$ cat config.mk
export PLATFORM = sky130hd
export DESIGN_NAME = hash_distance_classifier
export DESIGN_NICKNAME = d
export VERILOG_FILES = /design/src/rtl/hdc_pkg.sv /design/src/rtl/hdc_accum.sv /design/src/rtl/hdc_classify.sv /design/src/rtl/hash_distance_classifier.sv
export SDC_FILE = /design/constraint.sdc
export NUM_CORES = 1
export LEC_CHECK = 0
export BUFFER_PORTS_ARGS = -buffer_cell sky130_fd_sc_hd__buf_2
export CORE_MARGIN = 5
export CORE_UTILIZATION = 30
export DETAILED_ROUTE_END_ITERATION = 7
export PLACE_DENSITY_LB_ADDON = 0.25
export SYNTH_ARGS = -nofsm -noshare
export SYNTH_HDL_FRONTEND = slang
export SYNTH_SLANG_ARGS = --single-unit
$ cat constraint.sdc
create_clock -name clk_i -period 4.03 [get_ports clk_i]
set_input_delay 0.6045 -clock clk_i [delete_from_list [all_inputs] [get_ports clk_i]]
set_output_delay 0.6045 -clock clk_i [all_outputs]
set_load 0.01 [all_outputs]
$ cat src/rtl/hdc_pkg.sv
`timescale 1ns / 1ps
// ----------------------------------------------------------------------------
// hdc_pkg: shared types and constants of the hash distance classifier
// Word layouts, configuration register map, reset values and verdict codes.
// ----------------------------------------------------------------------------
package hdc_pkg;

  // Field widths
  localparam int unsigned ByteW  = 8;
  localparam int unsigned DistW  = 15;
  localparam int unsigned LimitW = 14;
  localparam int unsigned VerdW  = 2;
  localparam int unsigned CfgIdxW  = 4;
  localparam int unsigned CfgDataW = 15;

  // Configuration register indexes
  typedef enum logic [CfgIdxW-1:0] {
    REG_MATCH_THR = 4'd0,
    REG_CLOSE_THR = 4'd1,
    REG_SPAN_THR  = 4'd2,
    REG_STOP_LIM  = 4'd3
  } cfg_reg_e;

  // Verdict codes
  typedef enum logic [VerdW-1:0] {
    VERDICT_NONE  = 2'd0,
    VERDICT_MATCH = 2'd1,
    VERDICT_CLOSE = 2'd2
  } verdict_e;

  // Reset values of the configuration registers
  localparam logic [DistW-1:0]  MatchThrRst = 15'd100;
  localparam logic [DistW-1:0]  CloseThrRst = 15'd400;
  localparam logic [ByteW-1:0]  SpanThrRst  = 8'd35;
  localparam logic [LimitW-1:0] StopLimRst  = 14'd450;

  // Starting values of the per-comparison extrema
  localparam logic [ByteW-1:0] LowInit  = 8'd255;
  localparam logic [ByteW-1:0] HighInit = 8'd0;

  // Input word: one byte pair
  typedef struct packed {
    logic [ByteW-1:0] byte_a;
    logic [ByteW-1:0] byte_b;
    logic             last;
  } in_word_t;

  // Output word: one classification
  typedef struct packed {
    logic [DistW-1:0] distance;
    logic [VerdW-1:0] verdict;
    logic [ByteW-1:0] span_first;
    logic [ByteW-1:0] span_second;
  } out_word_t;

  // Accumulated totals handed from the accumulator to the classifier
  typedef struct packed {
    logic [DistW-1:0] distance;
    logic [ByteW-1:0] span_first;
    logic [ByteW-1:0] span_second;
  } sum_t;

  // Configuration register set
  typedef struct packed {
    logic [DistW-1:0]  match_thr;
    logic [DistW-1:0]  close_thr;
    logic [ByteW-1:0]  span_thr;
    logic [LimitW-1:0] stop_lim;
  } cfg_t;

endpackage

$ cat src/rtl/hdc_accum.sv
`timescale 1ns / 1ps
// ----------------------------------------------------------------------------
// hdc_accum: running sum of absolute differences and byte extrema
// Adds |a - b| while the sum is below the stop limit, tracks min/max of each
// hash, and on the last word hands the totals to the classifier stage.
// ----------------------------------------------------------------------------
module hdc_accum (
  input  logic                    clk_i,
  input  logic                    rst_ni,
  input  logic [hdc_pkg::LimitW-1:0] stop_lim_i,
  input  logic                    in_valid_i,
  input  hdc_pkg::in_word_t       in_word_i,
  output logic                    in_ready_o,
  output logic                    res_valid_o,
  output hdc_pkg::sum_t           res_o,
  input  logic                    res_ready_i
);
  import hdc_pkg::*;

  logic [DistW-1:0] sum_q, sum_d, sum_upd;
  logic [ByteW-1:0] low_a_q, low_a_d, high_a_q, high_a_d;
  logic [ByteW-1:0] low_b_q, low_b_d, high_b_q, high_b_d;
  logic [ByteW-1:0] diff;
  logic             res_valid_q, res_valid_d;
  sum_t             res_q;
  logic             fire, fire_last;

  // Take non-last words always; a last word needs the result slot free or draining
  assign in_ready_o = !in_word_i.last || !res_valid_q || res_ready_i;
  assign fire       = in_valid_i && in_ready_o;
  assign fire_last  = fire && in_word_i.last;

  // Absolute difference and frozen-after-limit sum
  always_comb begin
    if (in_word_i.byte_a >= in_word_i.byte_b) begin
      diff = in_word_i.byte_a - in_word_i.byte_b;
    end else begin
      diff = in_word_i.byte_b - in_word_i.byte_a;
    end
    if (sum_q < {1'b0, stop_lim_i}) begin
      sum_upd = sum_q + {{(DistW-ByteW){1'b0}}, diff};
    end else begin
      sum_upd = sum_q;
    end
  end

  // Extrema update
  always_comb begin
    low_a_d  = (in_word_i.byte_a < low_a_q)  ? in_word_i.byte_a : low_a_q;
    high_a_d = (in_word_i.byte_a > high_a_q) ? in_word_i.byte_a : high_a_q;
    low_b_d  = (in_word_i.byte_b < low_b_q)  ? in_word_i.byte_b : low_b_q;
    high_b_d = (in_word_i.byte_b > high_b_q) ? in_word_i.byte_b : high_b_q;
    sum_d    = sum_upd;
  end

  // Hold the running state; clear it after the last word
  always_ff @(posedge clk_i or negedge rst_ni) begin
    if (!rst_ni) begin
      sum_q    <= '0;
      low_a_q  <= LowInit;
      high_a_q <= HighInit;
      low_b_q  <= LowInit;
      high_b_q <= HighInit;
    end else if (fire_last) begin
      sum_q    <= '0;
      low_a_q  <= LowInit;
      high_a_q <= HighInit;
      low_b_q  <= LowInit;
      high_b_q <= HighInit;
    end else if (fire) begin
      sum_q    <= sum_d;
      low_a_q  <= low_a_d;
      high_a_q <= high_a_d;
      low_b_q  <= low_b_d;
      high_b_q <= high_b_d;
    end
  end

  // Result slot valid
  always_comb begin
    res_valid_d = res_valid_q;
    if (fire_last) begin
      res_valid_d = 1'b1;
    end else if (res_ready_i) begin
      res_valid_d = 1'b0;
    end
  end

  always_ff @(posedge clk_i or negedge rst_ni) begin
    if (!rst_ni) begin
      res_valid_q <= 1'b0;
    end else begin
      res_valid_q <= res_valid_d;
    end
  end

  // Capture the totals of a finished comparison
  always_ff @(posedge clk_i) begin
    if (fire_last) begin
      res_q.distance    <= sum_d;
      res_q.span_first  <= high_a_d - low_a_d;
      res_q.span_second <= high_b_d - low_b_d;
    end
  end

  assign res_valid_o = res_valid_q;
  assign res_o       = res_q;

  // State is back at its start values after a last word
  a_clear_after_last: assert property (@(posedge clk_i) disable iff (!rst_ni)
    fire_last |=> (sum_q == '0) && (low_a_q == LowInit) && (high_b_q == HighInit))
    else $error("accumulator state not cleared after last word");

  // Extrema of the first hash stay ordered once a byte has been seen
  a_order_first: assert property (@(posedge clk_i) disable iff (!rst_ni)
    (low_a_q <= high_a_q) || ((low_a_q == LowInit) && (high_a_q == HighInit)))
    else $error("first hash extrema out of order");

  // Extrema of the second hash stay ordered once a byte has been seen
  a_order_second: assert property (@(posedge clk_i) disable iff (!rst_ni)
    (low_b_q <= high_b_q) || ((low_b_q == LowInit) && (high_b_q == HighInit)))
    else $error("second hash extrema out of order");

endmodule

$ cat src/rtl/hdc_classify.sv
`timescale 1ns / 1ps
// ----------------------------------------------------------------------------
// hdc_classify: verdict stage and output register
// Compares the distance and spans against the thresholds and holds the
// finished word until the downstream side takes it.
// ----------------------------------------------------------------------------
module hdc_classify (
  input  logic               clk_i,
  input  logic               rst_ni,
  input  hdc_pkg::cfg_t      cfg_i,
  input  logic               res_valid_i,
  input  hdc_pkg::sum_t      res_i,
  output logic               res_ready_o,
  output logic               out_valid_o,
  output hdc_pkg::out_word_t out_word_o,
  input  logic               out_stall_i
);
  import hdc_pkg::*;

  logic      out_valid_q, out_valid_d;
  out_word_t out_q;
  verdict_e  verdict;
  logic      wide_spans;
  logic      load;

  // Accept a new word when the output register is empty or draining
  assign res_ready_o = !out_valid_q || !out_stall_i;
  assign load        = res_valid_i && res_ready_o;

  // Match wins over close
  assign wide_spans = (res_i.span_first > cfg_i.span_thr) &&
                      (res_i.span_second > cfg_i.span_thr);

  always_comb begin
    priority if (res_i.distance < cfg_i.match_thr) begin
      verdict = VERDICT_MATCH;
    end else if ((res_i.distance < cfg_i.close_thr) && wide_spans) begin
      verdict = VERDICT_CLOSE;
    end else begin
      verdict = VERDICT_NONE;
    end
  end

  // Output valid
  always_comb begin
    out_valid_d = out_valid_q;
    if (load) begin
      out_valid_d = 1'b1;
    end else if (!out_stall_i) begin
      out_valid_d = 1'b0;
    end
  end

  always_ff @(posedge clk_i or negedge rst_ni) begin
    if (!rst_ni) begin
      out_valid_q <= 1'b0;
    end else begin
      out_valid_q <= out_valid_d;
    end
  end

  // Output payload
  always_ff @(posedge clk_i) begin
    if (load) begin
      out_q.distance    <= res_i.distance;
      out_q.verdict     <= VerdW'(verdict);
      out_q.span_first  <= res_i.span_first;
      out_q.span_second <= res_i.span_second;
    end
  end

  assign out_valid_o = out_valid_q;
  assign out_word_o  = out_q;

  // A match word really is below the match threshold
  a_match_below: assert property (@(posedge clk_i) disable iff (!rst_ni)
    (out_valid_q && (out_q.verdict == VERDICT_MATCH)) |->
      (out_q.distance < cfg_i.match_thr))
    else $error("match verdict with distance at or above threshold");

  // A stalled word stays valid and unchanged
  a_hold_stalled: assert property (@(posedge clk_i) disable iff (!rst_ni)
    (out_valid_q && out_stall_i) |=> (out_valid_q && $stable(out_q)))
    else $error("stalled output word changed or dropped");

  // Only defined verdict codes leave the block
  a_verdict_code: assert property (@(posedge clk_i) disable iff (!rst_ni)
    out_valid_q |-> ((out_q.verdict == VERDICT_NONE) ||
                     (out_q.verdict == VERDICT_MATCH) ||
                     (out_q.verdict == VERDICT_CLOSE)))
    else $error("undefined verdict code on output");

endmodule

$ cat src/rtl/hash_distance_classifier.sv
`timescale 1ns / 1ps
// ----------------------------------------------------------------------------
// hash_distance_classifier: sum of absolute differences with early exit
// Streams byte pairs of two hashes, accumulates their distance and spans,
// and emits a match / close / none verdict on the last pair.
// ----------------------------------------------------------------------------
//   channel   direction   handshake               payload
//   in        input       in_valid_i / in_stall_o    in_word_i  (byte pair)
//   out       output      out_valid_o / out_stall_i  out_word_o (verdict)
//   cfg       input       cfg_we_i                   cfg_idx_i, cfg_wdata_i
//
// One word per cycle is accepted while in_stall_o is low. A result passes the
// input register, accumulator and output register after its last word is accepted.
// The accumulator's single add-compare and min/max update sets the cycle.
// Reset clears the running state and loads the default thresholds.
// A stalled output holds its word; backpressure reaches the input only when
// a last word finds both result slots full.
// ----------------------------------------------------------------------------
module hash_distance_classifier (
  input  logic                          clk_i,
  input  logic                          rst_ni,
  input  logic                          in_valid_i,
  output logic                          in_stall_o,
  input  hdc_pkg::in_word_t             in_word_i,
  output logic                          out_valid_o,
  input  logic                          out_stall_i,
  output hdc_pkg::out_word_t            out_word_o,
  input  logic                          cfg_we_i,
  input  logic [hdc_pkg::CfgIdxW-1:0]   cfg_idx_i,
  input  logic [hdc_pkg::CfgDataW-1:0]  cfg_wdata_i
);
  import hdc_pkg::*;

  cfg_t     cfg_q;
  logic     in_valid_q, in_valid_d;
  in_word_t in_q;
  logic     in_ready, acc_ready;
  logic     sum_valid, sum_ready;
  sum_t     sum_word;

  // Configuration registers
  always_ff @(posedge clk_i or negedge rst_ni) begin
    if (!rst_ni) begin
      cfg_q.match_thr <= MatchThrRst;
      cfg_q.close_thr <= CloseThrRst;
      cfg_q.span_thr  <= SpanThrRst;
      cfg_q.stop_lim  <= StopLimRst;
    end else if (cfg_we_i) begin
      unique case (cfg_idx_i)
        REG_MATCH_THR: cfg_q.match_thr <= cfg_wdata_i[DistW-1:0];
        REG_CLOSE_THR: cfg_q.close_thr <= cfg_wdata_i[DistW-1:0];
        REG_SPAN_THR:  cfg_q.span_thr  <= cfg_wdata_i[ByteW-1:0];
        REG_STOP_LIM:  cfg_q.stop_lim  <= cfg_wdata_i[LimitW-1:0];
        default: ;
      endcase
    end
  end

  // Input register
  assign in_ready   = !in_valid_q || acc_ready;
  assign in_stall_o = !in_ready;

  always_comb begin
    in_valid_d = in_valid_q;
    if (in_valid_i && in_ready) begin
      in_valid_d = 1'b1;
    end else if (acc_ready) begin
      in_valid_d = 1'b0;
    end
  end

  always_ff @(posedge clk_i or negedge rst_ni) begin
    if (!rst_ni) begin
      in_valid_q <= 1'b0;
    end else begin
      in_valid_q <= in_valid_d;
    end
  end

  always_ff @(posedge clk_i) begin
    if (in_valid_i && in_ready) begin
      in_q <= in_word_i;
    end
  end

  // Accumulate
  hdc_accum u_accum (
    .clk_i       (clk_i),
    .rst_ni      (rst_ni),
    .stop_lim_i  (cfg_q.stop_lim),
    .in_valid_i  (in_valid_q),
    .in_word_i   (in_q),
    .in_ready_o  (acc_ready),
    .res_valid_o (sum_valid),
    .res_o       (sum_word),
    .res_ready_i (sum_ready)
  );

  // Classify and drive the output
  hdc_classify u_classify (
    .clk_i       (clk_i),
    .rst_ni      (rst_ni),
    .cfg_i       (cfg_q),
    .res_valid_i (sum_valid),
    .res_i       (sum_word),
    .res_ready_o (sum_ready),
    .out_valid_o (out_valid_o),
    .out_word_o  (out_word_o),
    .out_stall_i (out_stall_i)
  );

endmodule
==> reports/results.ini, run 1 <==
[floorplan]
io_pins=76
dieArea_um2=39000
core_area_um2=34600
die-height_um=197
fp.dieW_um=197
rows=68
start_util_pct=30.4

[clock_tree]
cts.sink_count=183
clk-insertion-delay-late_ns=0.46
cts_root_buffer=clkbuf_16
cts_made_buffers=17
clkTransAtPathRegs_ns=0.08
cts_tree=yes
h-tree-depth=4
cts_hold_buf=0
cts_buffer_depth=2

[drt]
num_vias=7523
drt_iter0_drc=416
detail-route-antenna-nets=0
avgViaCountPerCell=4.75
firstDrtPassIters=5
routedWlPerCell_um=16.6
drc_errors=0
routed_wl_um=26400

[sta]
tns_ns=-0.138
hold_viol_final=0
slew_violations=0
min_period_over_period_pct=101
fmax_mhz=245
period_needed_ns=4.09
finClkSkew_ns=0.0173
setup_viol=4
tightest_slew_ns=0.946
setup_slack_ns=-0.0596
relSlewSlack_pct=36.9
rsz0062_at_grt=yes

[placement]
pre_cts_ws_ns=-0.0677
place.gp.congestion=0.877
placed_cells=1534
hpwl_um=20300
dpl_cell_area_um2=11800
numPortBuffers=75

[cells_and_area]
nets=1287
final_area_um2=12800
layout_common_cells=ha_1 (121), inv_1 (114), nand2_1 (87), edfxtp_1 (81), buf_2 (74)
area_growth_pct=21.2
layout-drive-gt1-share_pct=23.9
n_antenna_cell=0
final_common_cell=ha_1
fillerInstances=3390
fin_cells=1584

[pwr]
total_leakage_power_nw=5.87
peakVddDrop_uv=373
power_w=0.00685
power.density_nw_per_um2=537

[synth]
synth_top_area_share_pct=23.1
synthFlopType=edfxtp_1
yosys.area.top_type=edfxtp_1
async_flop_share_pct=55.7
synth_edf_count=81
synth_seq_area_share_pct=47.7
synthCells=980
synthesis.nets=1151
yosysWarnings=0
yosys-top-cells-area=edfxtp_1 (23%), dfrtp_1 (17%), ha_1 (15%)
syn_area_um2=10500
synth_cell_types=59
syn_avg_cell_area_um2=10.7
synth_seq_cells=183

[grt]
grt-ovfl-total=0
grt_pass1_wl_um=42000
antenna_found_initial=0
grt_max_degree=53
first_global_vias=7572
track_usage_pct=13.8

[setup_path]
r2r_cells=20
arrival_ns=4.44
r2r-end=u_accum.sum_q[11]
path_max_fanout=3
endpoint_kind=flop
timing.reg2reg.setup_slack_ns=-0.06
worstReg2RegStart=in_q[9]
crit_type=reg2reg
cp-start-kind=flop
critPathRequiredTime_ns=4.38

[status]
status=finished with violations
violations=setup timing

[worst_hold_path]
hp-class=in2async

[flow_run]
cap_viol_max_count=0

critical path, cell delays in order, from the launching register on:
cell	delay, ns
edfxtp_1	0.41
inv_2	0.10
ha_4	0.12
inv_2	0.04
fa_2	0.33
a21o_1	0.20
a2111oi_4	0.30
o21bai_2	0.12
a21oi_4	0.20
buf_6	0.13
mux2i_2	0.21
xnor2_1	0.18
ha_1	0.31
buf_6	0.13
a2111oi_4	0.44
o31ai_4	0.09
a21o_1	0.20
buf_4	0.14
a41oi_1	0.21
o21ai_1	0.08
o41ai_1	0.06
state kept, by name (all words and copies together), names as in the netlist:
register and count:
cfg_q 52, in_q 17, in_valid_q 1, u_accum.high_a_q 8
u_accum.high_b_q 8, u_accum.low_a_q 8, u_accum.low_b_q 8, u_accum.res_o 31
u_accum.res_valid_o 1, u_accum.sum_q 15, u_classify.out_valid_o 1, u_classify.out_word_o 33
where the power goes:
| group | switching (W) | internal, W | leakage [nW] |
|---|---|---|---|
| logic | 0.00128 | 0.00115 | 3.58 |
| clock network | 0.000877 | 0.000852 | 0.302 |
| registers | 0.000269 | 0.00243 | 2.00 |
| total | 0.00243 | 0.00442 | 5.87 |
what timing repair did:
| action | in CTS | in global routing |
|---|---|---|
| setup endpoints to repair | 7 | 23 |
| pin swaps | 14 | 20 |
| gates resized for setup | 19 | 24 |
| setup buffers | 12 | 6 |
per-stage QoR:
stage	utilization, %	hold slack, ns
after detailed placement	34.1	0.453
after global routing	36.9	0.265
final	36.9	0.222
after global placement	34.1	0.449
after floorplan	-	0.309
after CTS	36.4	0.236
logic make-up after synthesis:
| kind of cell | count (synthesis) | share of synthesized area [%] |
|---|---|---|
| AOI/OAI and AO/OA | 259 | 16.2 |
| DFF | 183 | 47.7 |
| muxes | 38 | 4.02 |
| adders and majority gates | 130 | 15.8 |
| and+or+nand+nor | 202 | 8.85 |
| xor gates and xnor gates | 31 | 2.58 |
| buffers and inverters | 137 | 4.89 |
cells in the mapped netlist (10+ instances only):
master / number
a21o_1: 37
xnor2_1: 20
nand2_1: 88
dfstp_2: 29
ha_1: 125
mux2_2: 33
dfrtp_1: 73
inv_1: 116
nor2_1: 45
clkbuf_1: 18
nand4_1: 17
o22a_1: 16
nand2b_1: 10
a22o_1: 17
o21ai_0: 63
xor2_1: 11
a21oi_1: 68
edfxtp_1: 81
area by class of cell:
type	count	area (µm²)	share of cell area (%)
Multi-Input combinational cell	660	5230	41.0
Sequential cell	183	5020	39.3
Timing Repair Buffer	137	880	6.89
Tap cell	455	569	4.46
Inverter	117	439	3.44
Clock buffer	17	425	3.33
Clock inverter	15	198	1.55
worst max path at each step:
stage / start / end / slack (ns)
finish: in_q[9] / u_accum.sum_q[11] / -0.06
global route: in_q[9] / u_accum.sum_q[11] / -0.21
CTS: in_q[9] / u_accum.sum_q[12] / -0.007
detailed placement: in_q[9] / u_accum.sum_q[10] / -0.07
global placement: in_q[9] / u_accum.res_o[27] / -0.01
floorplan: in_q[9] / u_accum.res_o[27] / 0.03
routing by layer:
| metal | GRT usage [%] | up-vias | wire length, µm | part of all wire [%] |
|---|---|---|---|---|
| met4 | 3.95 | 0 | 437 | 1.7 |
| met3 | 2.66 | 25 | 857 | 3.3 |
| met2 | 21.6 | 116 | 11900 | 45 |
| met5 | 0 | - | 0 | 0 |
| li1 | - | 3780 | - | - |
| met1 | 19.6 | 3602 | 13100 | 50 |
No activity file was read; power rests on OpenSTA's default activity.
==> run 2: changes to the inputs <==
--- a/config.mk
+++ b/config.mk
@@ -9,7 +9,7 @@
 export CORE_MARGIN = 5
 export CORE_UTILIZATION = 30
 export DETAILED_ROUTE_END_ITERATION = 7
-export PLACE_DENSITY_LB_ADDON = 0.25
+export PLACE_DENSITY = 0.53
 export SYNTH_ARGS = -nofsm -noshare
 export SYNTH_HDL_FRONTEND = slang
 export SYNTH_SLANG_ARGS = --single-unit
==> run 2 against run 1 <==
The run still ends with setup timing left. Sequential share of layout area down 0.077 points. Sequential power about the same. Critical path depth is 1 lower. Non-clock buffer count is 5 higher. Flip-flop and latch count stayed put. Register-to-register slack gained 0.03 ns. Combinational power rose by 3%. Clock-buffer cell count is 1 higher. Clock skew increased by 0.0043 ns. Largest power group unchanged. Highest routed layer unchanged.
==> reports/results.ini, run 2 (synthesis gave the netlist of run 1 again) <==
[grt]
grtUsageMet1_pct=19.7
antenna_found_initial=0
track_usage_pct=13.8
grt_pass1_wl_um=41800
first_global_vias=7427
grt_max_degree=103
use_met2_pct=21.7
grt-busiest-layer=met2
grt_util_met3_pct=2.85
grt-ovfl-total=0

[pwr]
power_w=0.00690
internal-power_w=0.00451
clockPowerShare_pct=24.6
total_leakage_power_nw=5.90
sequentialPowerShare_pct=39.0
power.density_nw_per_um2=540
peakVddDrop_uv=357
p_switching_w=0.00239
swShare_pct=34.6
combPwrFrac_pct=36.3

[sta]
finClkSkew_ns=0.0217
setup_slack_ns=-0.0253
fmax_mhz=247
hold_viol_final=0
min_period_over_period_pct=101
setup_viol=5
relSlewSlack_pct=39.6
rsz0062_at_grt=yes
slew_violations=0
period_needed_ns=4.06
tightest_slew_ns=0.903

[setup_path]
endpoint_kind=flop
arrival_ns=4.26
worstReg2RegStart=in_q[9]
cp-start-kind=flop
critPathMaxStageDelay_ns=0.42
r2r_cells=19
crit_type=reg2reg
timing.reg2reg.setup_slack_ns=-0.03
cpLargestDelayFamily=compound AO/OA/AOI/OAI gates
path_max_fanout=7
crit_chain=inv_2, ha_4, inv_2, fa_2, a21o_1, a2111oi_4, o21bai_2, a21oi_4, buf_6, mux2_4, a21oi_2, xnor2_1, ha_1, nand2_1, o31ai_2, a21o_1, nand3_4, nor2_2, xor2_1
r2r-end=u_accum.res_o[27]
slowest_stage=edfxtp_1
crit_buf_inv=3
critPathRequiredTime_ns=4.23

[cells_and_area]
fin_cells=1589
area_growth_pct=21.4
layout-drive-gt1-share_pct=24.5
regMostFlops=cfg_q
final_common_cell=ha_1
largest_reg_flops=52
nets=1292
n_antenna_cell=0
layout_common_cells=ha_1 (121), inv_1 (114), nand2_1 (87), edfxtp_1 (81), buf_2 (74)

[drt]
drt_iter0_drc=428
routed_wl_um=26600
num_vias=7554
firstDrtPassIters=5
detail-route-antenna-nets=0
drc_errors=0
avgViaCountPerCell=4.75
routedWlPerCell_um=16.7

[placement]
placed_cells=1540
numPortBuffers=75
place.gp.congestion=0.829
hpwl_um=20200

[floorplan]
io_pins=76
dieArea_um2=39000
die-height_um=197
start_util_pct=30.4
fp.dieW_um=197
core_area_um2=34600
rows=68

[clock_tree]
cts.sink_count=183
clkTransAtPathRegs_ns=0.08
cts_root_buffer=clkbuf_16
cts_buffer_depth=2
cts_tree=yes
clk-insertion-delay-late_ns=0.46
cts_made_buffers=17
h-tree-depth=4

[worst_hold_path]
hp-class=in2async

[flow_run]
cap_viol_max_count=0

[status]
status=finished with violations
violations=setup timing

[run 2: area by class of cell]
type / count / area (µm²)
fillers: 3403 / 21800
clock buffers: 18 / 429
repair buffers: 142 / 923
flip-flops and latches: 183 / 5020
clock inverters: 14 / 161
multi-input cells: 660 / 5250
well taps: 455 / 569
inverters: 117 / 439
[run 2: worst max path at each step]
stage | startpoint | end | slack, ns | cells past startpoint
after detailed placement | in_q[9] | u_accum.res_o[29] | -0.14 | 18
after CTS | in_q[9] | u_accum.res_o[27] | -0.09 | 18
after global placement | in_q[9] | u_accum.res_o[29] | -0.06 | 18
after floorplan | in_q[9] | u_accum.res_o[27] | 0.03 | 18
after global routing | in_q[9] | u_accum.sum_q[13] | -0.25 | 20
final | in_q[9] | u_accum.res_o[27] | -0.03 | 19
[run 2: power groups by stage]
stage / Clock [W] / Sequential [W] / Combinational [W]
finish: 0.00170 / 0.00269 / 0.00251
floorplan: 0 / 0.00263 / 0.00162
global placement: 0 / 0.00272 / 0.00226
global route: 0.00182 / 0.00274 / 0.00285
CTS: 0.00175 / 0.00270 / 0.00239
detailed placement: 0 / 0.00273 / 0.00231
[run 2: timing repair]
| item | 4_1_cts | 5_1_grt |
|---|---|---|
| hold endpoints to repair | 0 | 0 |
| setup endpoints to repair | 14 | 23 |
| hold buffers | 0 | 0 |
| gates resized for setup | 24 | 27 |
| pin swaps | 24 | 20 |
| buffers inserted | 12 | 5 |
[run 2: through the flow]
step	setup TNS (ns)	worst slack [ns]	utilization [%]	hold slack (ns)	instance area, µm²
detailed placement	-0.919	-0.143	34.2	0.474	11900
floorplan	0	0.0268	-	0.309	10600
global placement	-0.232	-0.0589	34.2	0.459	11900
finish	-0.0511	-0.0253	36.9	0.166	12800
global route	-2.82	-0.252	36.9	0.192	12800
CTS	-0.804	-0.0887	36.5	0.249	12600
[run 2: per-layer routing]
metal	up-vias	part of all wire, %
met5	-	0
met4	0	0.97
met3	14	3.0
met2	101	46
met1	3645	50
li1	3794	-
[run 2: worst reg2reg max path: stages, from the launching register on]
cell and delay (ns):
edfxtp_1 0.42, inv_2 0.10, ha_4 0.12, inv_2 0.04, fa_2 0.33, a21o_1 0.22
a2111oi_4 0.30, o21bai_2 0.12, a21oi_4 0.19, buf_6 0.15, mux2_4 0.30, a21oi_2 0.14
xnor2_1 0.08, ha_1 0.36, nand2_1 0.08, o31ai_2 0.25, a21o_1 0.23, nand3_4 0.16
nor2_2 0.14, xor2_1 0.07
